===== src/rtl/lse_pkg.sv =====
// ----------------------------------------------------------------------------
// lse_pkg
// Shared types and constants for the LSB steganography embedder.
// ----------------------------------------------------------------------------
package lse_pkg;

  typedef logic [2:0]  phase_t;
  typedef logic [35:0] pos_t;

  // Phase codes, in stream order
  localparam phase_t PH_HEADER = 3'd0;
  localparam phase_t PH_MAGIC  = 3'd1;
  localparam phase_t PH_EXTLEN = 3'd2;
  localparam phase_t PH_EXT    = 3'd3;
  localparam phase_t PH_SIZE   = 3'd4;
  localparam phase_t PH_DATA   = 3'd5;
  localparam phase_t PH_TRAIL  = 3'd6;

  // Configuration register indexes
  localparam logic [1:0] REG_MAGIC    = 2'd0;
  localparam logic [1:0] REG_EXT_LEN  = 2'd1;
  localparam logic [1:0] REG_EXT_CHAR = 2'd2;
  localparam logic [1:0] REG_SIZE     = 2'd3;

  // Field lengths in bits of the fixed frame fields
  localparam pos_t MAGIC_BITS  = 36'd16;
  localparam pos_t EXTLEN_BITS = 36'd32;
  localparam pos_t SIZE_BITS   = 36'd32;

  // Reset value of the marker: '#*'
  localparam logic [15:0] MAGIC_RESET = 16'h232A;

  // Keeps all bits of a cover byte but the LSB
  localparam logic [7:0] LSB_CLEAR_MASK = 8'hFE;

endpackage


===== src/rtl/lsb_stego_embedder_core.sv =====
// ----------------------------------------------------------------------------
// lsb_stego_embedder_core
// Hides a framed payload in the LSBs of a cover byte stream.
// ----------------------------------------------------------------------------
// Usage:
//   The input channel (in_valid/in_ready) carries one word per item. A word
//   with kind 0 is a cover byte and gives one output word; a word with kind 1
//   loads the held secret byte and gives no output. The output channel
//   (out_valid/out_ready) returns the stego byte, the phase that byte belonged
//   to and secret_wanted, which asks for the next secret byte before the next
//   cover byte.
//   out_valid rises in the cycle after a cover byte is accepted. Throughput
//   is one word per cycle without a stall: the phase/position update is a
//   single compare, increment and compare between state and output registers.
//   When the receiver stalls, the output register holds its word and in_ready
//   drops until it is taken; in_ready stays high while the output register is
//   empty or being drained in the same cycle.
//   Reset (rst, synchronous) empties the output register, returns to the
//   header phase at position zero, clears the held secret byte and loads the
//   register defaults. The user writes registers through cfg_we/cfg_index/
//   cfg_data only while no word is in flight; the block does not check it.
// ----------------------------------------------------------------------------
module lsb_stego_embedder_core #(
  parameter int HEADER_BYTES  = 54,
  parameter int MAX_EXT_CHARS = 8
) (
  input  logic        clk,
  input  logic        rst,
  // configuration write port
  input  logic        cfg_we,
  input  logic [1:0]  cfg_index,
  input  logic [63:0] cfg_data,
  // input channel
  input  logic        in_valid,
  output logic        in_ready,
  input  logic        kind,
  input  logic [7:0]  cover_byte,
  input  logic [7:0]  secret_byte,
  // output channel
  output logic        out_valid,
  input  logic        out_ready,
  output logic [7:0]  stego_byte,
  output logic [2:0]  phase,
  output logic        secret_wanted
);

  localparam logic [3:0]    MaxExt   = 4'(MAX_EXT_CHARS);
  localparam lse_pkg::pos_t HdrBytes = 36'(HEADER_BYTES);

  // Configuration registers
  logic [15:0] magic_word;
  logic [3:0]  ext_length;
  logic [63:0] ext_chars;
  logic [31:0] data_bytes;

  // Stream state
  lse_pkg::phase_t phase_reg;
  lse_pkg::pos_t   bit_position;
  logic [7:0]      held_secret;

  lse_pkg::phase_t phase_next;
  lse_pkg::pos_t   bit_position_next;

  logic [3:0]      eff_ext_len;
  logic            skip_ext;
  logic            skip_data;
  lse_pkg::phase_t cur_ph;
  lse_pkg::pos_t   cur_pos;
  lse_pkg::pos_t   cur_pos_inc;
  lse_pkg::pos_t   pre_len;
  lse_pkg::pos_t   post_len;
  logic            pay_bit;
  logic [31:0]     ext_len_word;
  logic [7:0]      stego_next;
  logic            wanted_next;
  logic            in_fire;
  logic            out_fire;

  // Length in cover bytes of a phase under the current registers
  function automatic lse_pkg::pos_t phase_len(input lse_pkg::phase_t ph,
                                              input logic [3:0] ext_n,
                                              input logic [31:0] fsize);
    lse_pkg::pos_t len;
    case (ph)
      lse_pkg::PH_HEADER: len = HdrBytes;
      lse_pkg::PH_MAGIC:  len = lse_pkg::MAGIC_BITS;
      lse_pkg::PH_EXTLEN: len = lse_pkg::EXTLEN_BITS;
      lse_pkg::PH_EXT:    len = {29'd0, ext_n, 3'd0};
      lse_pkg::PH_SIZE:   len = lse_pkg::SIZE_BITS;
      lse_pkg::PH_DATA:   len = {1'b0, fsize, 3'd0};
      default:            len = '0;
    endcase
    return len;
  endfunction

  // Next phase that is not empty; only ext and data can be empty
  function automatic lse_pkg::phase_t next_phase(input lse_pkg::phase_t ph,
                                                 input logic s_ext,
                                                 input logic s_data);
    lse_pkg::phase_t n;
    n = ph + 3'd1;
    if (n == lse_pkg::PH_EXT && s_ext) begin
      n = lse_pkg::PH_SIZE;
    end
    if (n == lse_pkg::PH_DATA && s_data) begin
      n = lse_pkg::PH_TRAIL;
    end
    if (ph >= lse_pkg::PH_TRAIL) begin
      n = lse_pkg::PH_TRAIL;
    end
    return n;
  endfunction

  // Saturate the extension length
  assign eff_ext_len  = (ext_length > MaxExt) ? MaxExt : ext_length;
  assign skip_ext     = (eff_ext_len == 4'd0);
  assign skip_data    = (data_bytes == 32'd0);
  assign ext_len_word = {28'd0, eff_ext_len};

  // Handshake: the output register parts the two sides
  assign in_ready = !out_valid || out_ready;
  assign in_fire  = in_valid && in_ready;
  assign out_fire = out_valid && out_ready;

  // Settle the stored state against the current registers
  assign pre_len = phase_len(phase_reg, eff_ext_len, data_bytes);

  always_comb begin
    if (phase_reg >= lse_pkg::PH_TRAIL) begin
      cur_ph      = lse_pkg::PH_TRAIL;
      cur_pos     = '0;
      cur_pos_inc = '0;
    end else if (bit_position >= pre_len) begin
      cur_ph      = next_phase(phase_reg, skip_ext, skip_data);
      cur_pos     = '0;
      cur_pos_inc = 36'd1;
    end else begin
      cur_ph      = phase_reg;
      cur_pos     = bit_position;
      cur_pos_inc = bit_position + 36'd1;
    end
  end

  // Pick the payload bit for this position
  always_comb begin
    case (cur_ph)
      lse_pkg::PH_MAGIC:  pay_bit = magic_word[~cur_pos[3:0]];
      lse_pkg::PH_EXTLEN: pay_bit = ext_len_word[~cur_pos[4:0]];
      lse_pkg::PH_EXT:    pay_bit = ext_chars[~cur_pos[5:0]];
      lse_pkg::PH_SIZE:   pay_bit = data_bytes[~cur_pos[4:0]];
      default:            pay_bit = held_secret[~cur_pos[2:0]];
    endcase
  end

  // Insert the bit outside header and trailing phases
  always_comb begin
    if (cur_ph == lse_pkg::PH_HEADER || cur_ph == lse_pkg::PH_TRAIL) begin
      stego_next = cover_byte;
    end else begin
      stego_next = (cover_byte & lse_pkg::LSB_CLEAR_MASK) | {7'd0, pay_bit};
    end
  end

  // Advance the position and settle again
  assign post_len = phase_len(cur_ph, eff_ext_len, data_bytes);

  always_comb begin
    if (cur_ph >= lse_pkg::PH_TRAIL) begin
      phase_next        = lse_pkg::PH_TRAIL;
      bit_position_next = '0;
    end else if (cur_pos_inc >= post_len) begin
      phase_next        = next_phase(cur_ph, skip_ext, skip_data);
      bit_position_next = '0;
    end else begin
      phase_next        = cur_ph;
      bit_position_next = cur_pos_inc;
    end
  end

  assign wanted_next = (phase_next == lse_pkg::PH_DATA) && (bit_position_next[2:0] == 3'd0);

  // Configuration writes
  always_ff @(posedge clk) begin
    if (rst) begin
      magic_word <= lse_pkg::MAGIC_RESET;
      ext_length <= '0;
      ext_chars  <= '0;
      data_bytes <= '0;
    end else if (cfg_we) begin
      case (cfg_index)
        lse_pkg::REG_MAGIC:    magic_word <= cfg_data[15:0];
        lse_pkg::REG_EXT_LEN:  ext_length <= cfg_data[3:0];
        lse_pkg::REG_EXT_CHAR: ext_chars  <= cfg_data;
        lse_pkg::REG_SIZE:     data_bytes <= cfg_data[31:0];
        default: ;
      endcase
    end
  end

  // Stream state: load secret bytes, advance on cover bytes
  always_ff @(posedge clk) begin
    if (rst) begin
      phase_reg    <= lse_pkg::PH_HEADER;
      bit_position <= '0;
      held_secret  <= '0;
    end else if (in_fire) begin
      if (kind) begin
        held_secret <= secret_byte;
      end else begin
        phase_reg    <= phase_next;
        bit_position <= bit_position_next;
      end
    end
  end

  // Output register valid
  always_ff @(posedge clk) begin
    if (rst) begin
      out_valid <= 1'b0;
    end else if (in_fire && !kind) begin
      out_valid <= 1'b1;
    end else if (out_fire) begin
      out_valid <= 1'b0;
    end
  end

  // Output register payload
  always_ff @(posedge clk) begin
    if (in_fire && !kind) begin
      stego_byte    <= stego_next;
      phase         <= cur_ph;
      secret_wanted <= wanted_next;
    end
  end

  // Trailing phase always sits at position zero
  a_trail_pos: assert property (@(posedge clk) disable iff (rst)
    phase_reg == lse_pkg::PH_TRAIL |-> bit_position == '0)
    else $error("trailing phase with nonzero position");

  // Phase never moves backward outside reset
  a_phase_mono: assert property (@(posedge clk) disable iff (rst)
    !$past(rst) |-> phase_reg >= $past(phase_reg))
    else $error("phase moved backward");

  // An accepted cover byte always shows up in the output register
  a_cover_out: assert property (@(posedge clk) disable iff (rst)
    in_valid && in_ready && !kind |=> out_valid)
    else $error("cover byte lost");

  // A secret byte load leaves the phase untouched
  a_secret_hold: assert property (@(posedge clk) disable iff (rst)
    in_valid && in_ready && kind |=> $stable(phase_reg) && $stable(bit_position))
    else $error("secret byte load moved the stream state");

endmodule

===== config.mk =====
export PLATFORM = sky130hd
export DESIGN_NAME = lsb_stego_embedder_core
export DESIGN_NICKNAME = d
export VERILOG_FILES = /design/src/rtl/lse_pkg.sv /design/src/rtl/lsb_stego_embedder_core.sv
export SDC_FILE = /design/constraint.sdc
export NUM_CORES = 1
export LEC_CHECK = 0
export BUFFER_PORTS_ARGS = -buffer_cell sky130_fd_sc_hd__buf_2
export CORE_ASPECT_RATIO = 1.1
export CORE_MARGIN = 2
export CORE_UTILIZATION = 48
export CTS_CLUSTER_SIZE = 24
export DETAILED_ROUTE_END_ITERATION = 8
export PLACE_DENSITY = 0.67
export SLEW_MARGIN = 20
export SYNTH_ARGS = -nofsm -noshare
export SYNTH_HDL_FRONTEND = slang
export SYNTH_SLANG_ARGS = --single-unit

===== constraint.sdc =====
create_clock -name clk -period 8 [get_ports clk]
set_input_delay 1.2 -clock clk [delete_from_list [all_inputs] [get_ports clk]]
set_output_delay 1.2 -clock clk [all_outputs]
set_load 0.02 [all_outputs]

==> flow_summary_export.csv <==
group,metric,value,unit
sta,worst_slack,0.521,ns
placed_design,place.gp.congestion,0.992,
power,switchingPower,0.567,mW
sta,max_freq,134,MHz
cts,cts_buffers,17,
run_status,status,"completed",
critical_path,max_stage_delay,0.63,ns
sta,relSlewSlack,0.362,
routing,met3_length,1.68,mm
routing,wl_per_cell,18.9,µm
cts,ctsHoldBuffers,0,
cts,clk_pin_slew,0.08,ns
logic_synthesis,postSynthAreaPerCell,8.07,µm²
layout,antenna_cells,0,
power,power_frac_seq,0.472,
sta,fin_crit,7.48,ns
power,p_leak,4.78,nW
global_routing,grt_max_degree,88,
placed_design,pre_cts_slack,0.641,ns
routing,num_vias,10100,
floorplanning,dieHeight,163,µm
cts,htreeDepth,4,
floorplanning,ios,102,
cts,postCtsSetupBuffers,0,
logic_synthesis,yosysWarnings,0,
cts,clkSinkCount,176,
layout,drive_above_1_share,0.175,
placed_design,port_buffers,101,
critical_path,start_kind,"flop",
routing,wl_met2,15.6,mm
sta,rsz0062_at_grt,"no",
floorplanning,initial_core_util,0.485,
routing,drc,0,
power,p_int,1.41,mW
logic_synthesis,ys_types,87,
logic_synthesis,synth_cells,1359,
routing,wl_met1,14.4,mm
layout,n_fill_cell,2208,
critical_path,path_buf_inv,4,
routing,drt-total-wl,32.6,mm
logic_synthesis,synth-edff-count,12,
routing,viasPerCell,5.87,
cts,cts_resized,0,
critical_path,cp.arrival,7.65,ns
routing,dr.pass1.iters,7,
placed_design,place_area,0.0116,mm²
logic_synthesis,seq_area_frac_synth,0.332,
critical_path,cpMaxStageDelayCell,"or4_1",
power,p_comb_frac,0.095,
critical_path,crit_path_frequent_cell,"ha_1",
sta,slew_violations,0,
layout,fin_area,0.0122,mm²
power,vdd_drop_max,132,µV
flow_run,drv_cap,0,
routing,topRoutingLayerUsed,"met4",
sta,setup_viol,0,
layout,finish.utilization,0.540,
global_routing,grt_antenna_before_repair,0,
routing,final_antenna_net_count,0,
floorplanning,core-area,0.0226,mm²
cts,cts_tree,"done",
power,p_per_area,162,mW/mm²
floorplanning,chipWidth,148,µm
layout,largest_reg_flops,64,
critical_path,cp-end-kind,"flop",
logic_synthesis,syn_nets,1526,
sta,final_hold_viol_count,0,
sta,worst_pin_slew,0.958,ns
critical_path,path_class,"reg2reg",
layout,area.growth.synth_to_final,11.4,%
power,p_sw_frac,0.287,
logic_synthesis,synth_seq_cells,176,
layout,seqCellArea,0.00365,mm²
layout,final_net_count,1580,
critical_path,cpLargestDelayFamily,"simple AND/OR/NAND/NOR gates",
sta,fin_setup_tns,0,ns
logic_synthesis,synth_flop_cell,"dfxtp_1",
sta,clock_skew,0.0154,ns
cts,clkLatencyLatePin,0.44,ns
sta,post-route-period-util,0.935,
placed_design,dp_hpwl,23.3,mm
cts,clock_path_buffers,2,
global_routing,grt_pass1_wl,52.0,mm
logic_synthesis,ys_async_sr_fraction,0,
floorplanning,row_count,58,
logic_synthesis,synth_area,0.0110,mm²
critical_path,worstPathMaxFanout,28,
cts,cts-root-buf,"clkbuf_16",
global_routing,track_usage,0.271,
floorplanning,die_area,0.0241,mm²
critical_path,critical_path_required,8.17,ns
global_routing,gr-total-overflow,0,
layout,multi_input_comb_area,0.00683,mm²
routing,drt-initial-drc-count,841,
global_routing,grt_pass1_vias,9640,
worst_hold_path,hold_class,"reg2reg",
layout,top_register,"ext_chars",
layout,reg_top3,"ext_chars (64), bit_position (36), data_bytes (32)",
power,clockPowerShare,0.434,
==> power groups by stage <==
| stage | logic, mW | registers [mW] | clock network [mW] |
|---|---|---|---|
| after floorplan | 0.121 | 0.947 | 0 |
| after global placement | 0.184 | 0.952 | 0 |
| after detailed placement | 0.185 | 0.953 | 0 |
| after CTS | 0.186 | 0.932 | 0.870 |
| after global routing | 0.206 | 0.936 | 0.907 |
| final | 0.187 | 0.933 | 0.858 |
==> per-stage QoR <==
step           power, mW  hold slack, ns  instances
2_1_floorplan       1.07           0.433       1359
3_3_place_gp        1.14           0.439       1694
3_5_place_dp        1.14           0.445       1694
4_1_cts             1.99           0.456       1726
5_1_grt             2.05           0.470       1726
6_report            1.98           0.454       1726
==> cells in the mapped netlist (all sizes together) (4+ instances only) <==
master / number / area (µm²)
o21ai: 20 / 104
and4: 10 / 87.6
a211oi: 6 / 55.1
buf: 32 / 228
o21a: 6 / 45.0
or3: 6 / 37.5
a21oi: 154 / 778
dfxtp: 164 / 3280
a221oi: 6 / 58.8
nor4: 17 / 144
o211ai: 4 / 30.0
a311oi: 5 / 61.3
edfxtp: 12 / 360
clkbuf: 55 / 206
o31a: 5 / 43.8
a31oi: 6 / 37.5
xnor2: 9 / 78.8
and3: 15 / 95.1
mux2: 5 / 56.3
nor2: 104 / 425
xor2: 25 / 219
nor3b: 4 / 30.0
nor3: 13 / 65.1
mux4: 14 / 315
nand3b: 7 / 52.6
a21o: 11 / 82.6
a22oi: 31 / 373
nand3: 32 / 160
and2: 7 / 43.8
mux2i: 25 / 250
nand2: 364 / 1370
o31ai: 6 / 50.1
inv: 19 / 71.3
nand4: 22 / 138
ha: 79 / 988
==> per-layer routing <==
layer	up-vias	global-route usage
met2	317	0.452
li1	4922	-
met5	-	0
met3	64	0.0395
met1	4821	0.362
met4	0	0.0857
==> worst min-delay path, cell delays in order, from the launching register on <==
cell,delay [ns]
dfxtp_1,0.31
nand2_1,0.05
a21oi_1,0.05
==> layout make-up <==
class                      count  area share
clock buffer                  18      0.0351
clock inverter                14      0.0149
inverter                      20     0.00614
multi-input combinational   1076       0.558
sequential                   176       0.298
tap                          300      0.0307
timing repair buffer         122      0.0565
==> worst paths after layout <==
kind / from / to / slack [ns] / depth (start not counted)
worst max register to register: phase_reg[1] / secret_wanted / 0.52 / 27
worst min register to register: ext_chars[27] / ext_chars[27] / 0.45 / 2
worst min-delay path: ext_chars[27] / ext_chars[27] / 0.45 / 2
worst max-delay path: phase_reg[1] / secret_wanted / 0.52 / 27
==> cell usage in the layout, fill, tap and decap left out, types with 7 or more instances in the layout <==
master / n
nand2_1: 362
inv_1: 17
mux4_2: 14
mux2i_1: 25
edfxtp_1: 12
a21o_1: 11
a22oi_2: 28
xnor2_1: 9
and3_1: 13
o21ai_0: 18
nor4_1: 11
and4_1: 10
a21oi_1: 152
xor2_1: 25
ha_1: 79
nor2_1: 91
buf_4: 20
nand3_1: 32
clkbuf_16: 17
nand3b_1: 7
nor3_1: 13
nand4_1: 22
dfxtp_1: 162
and2_1: 7
nor2_2: 11
buf_2: 100
==> cell families after synthesis <==
family / count (synthesis) / synth area share
simple gates: 617 / 0.254
compound gates: 302 / 0.194
flops: 176 / 0.332
buf+inv: 107 / 0.0464
fa+ha+maj: 79 / 0.0901
mux: 44 / 0.0567
xor+xnor: 34 / 0.0271
Power figures use the tool's default switching activity.
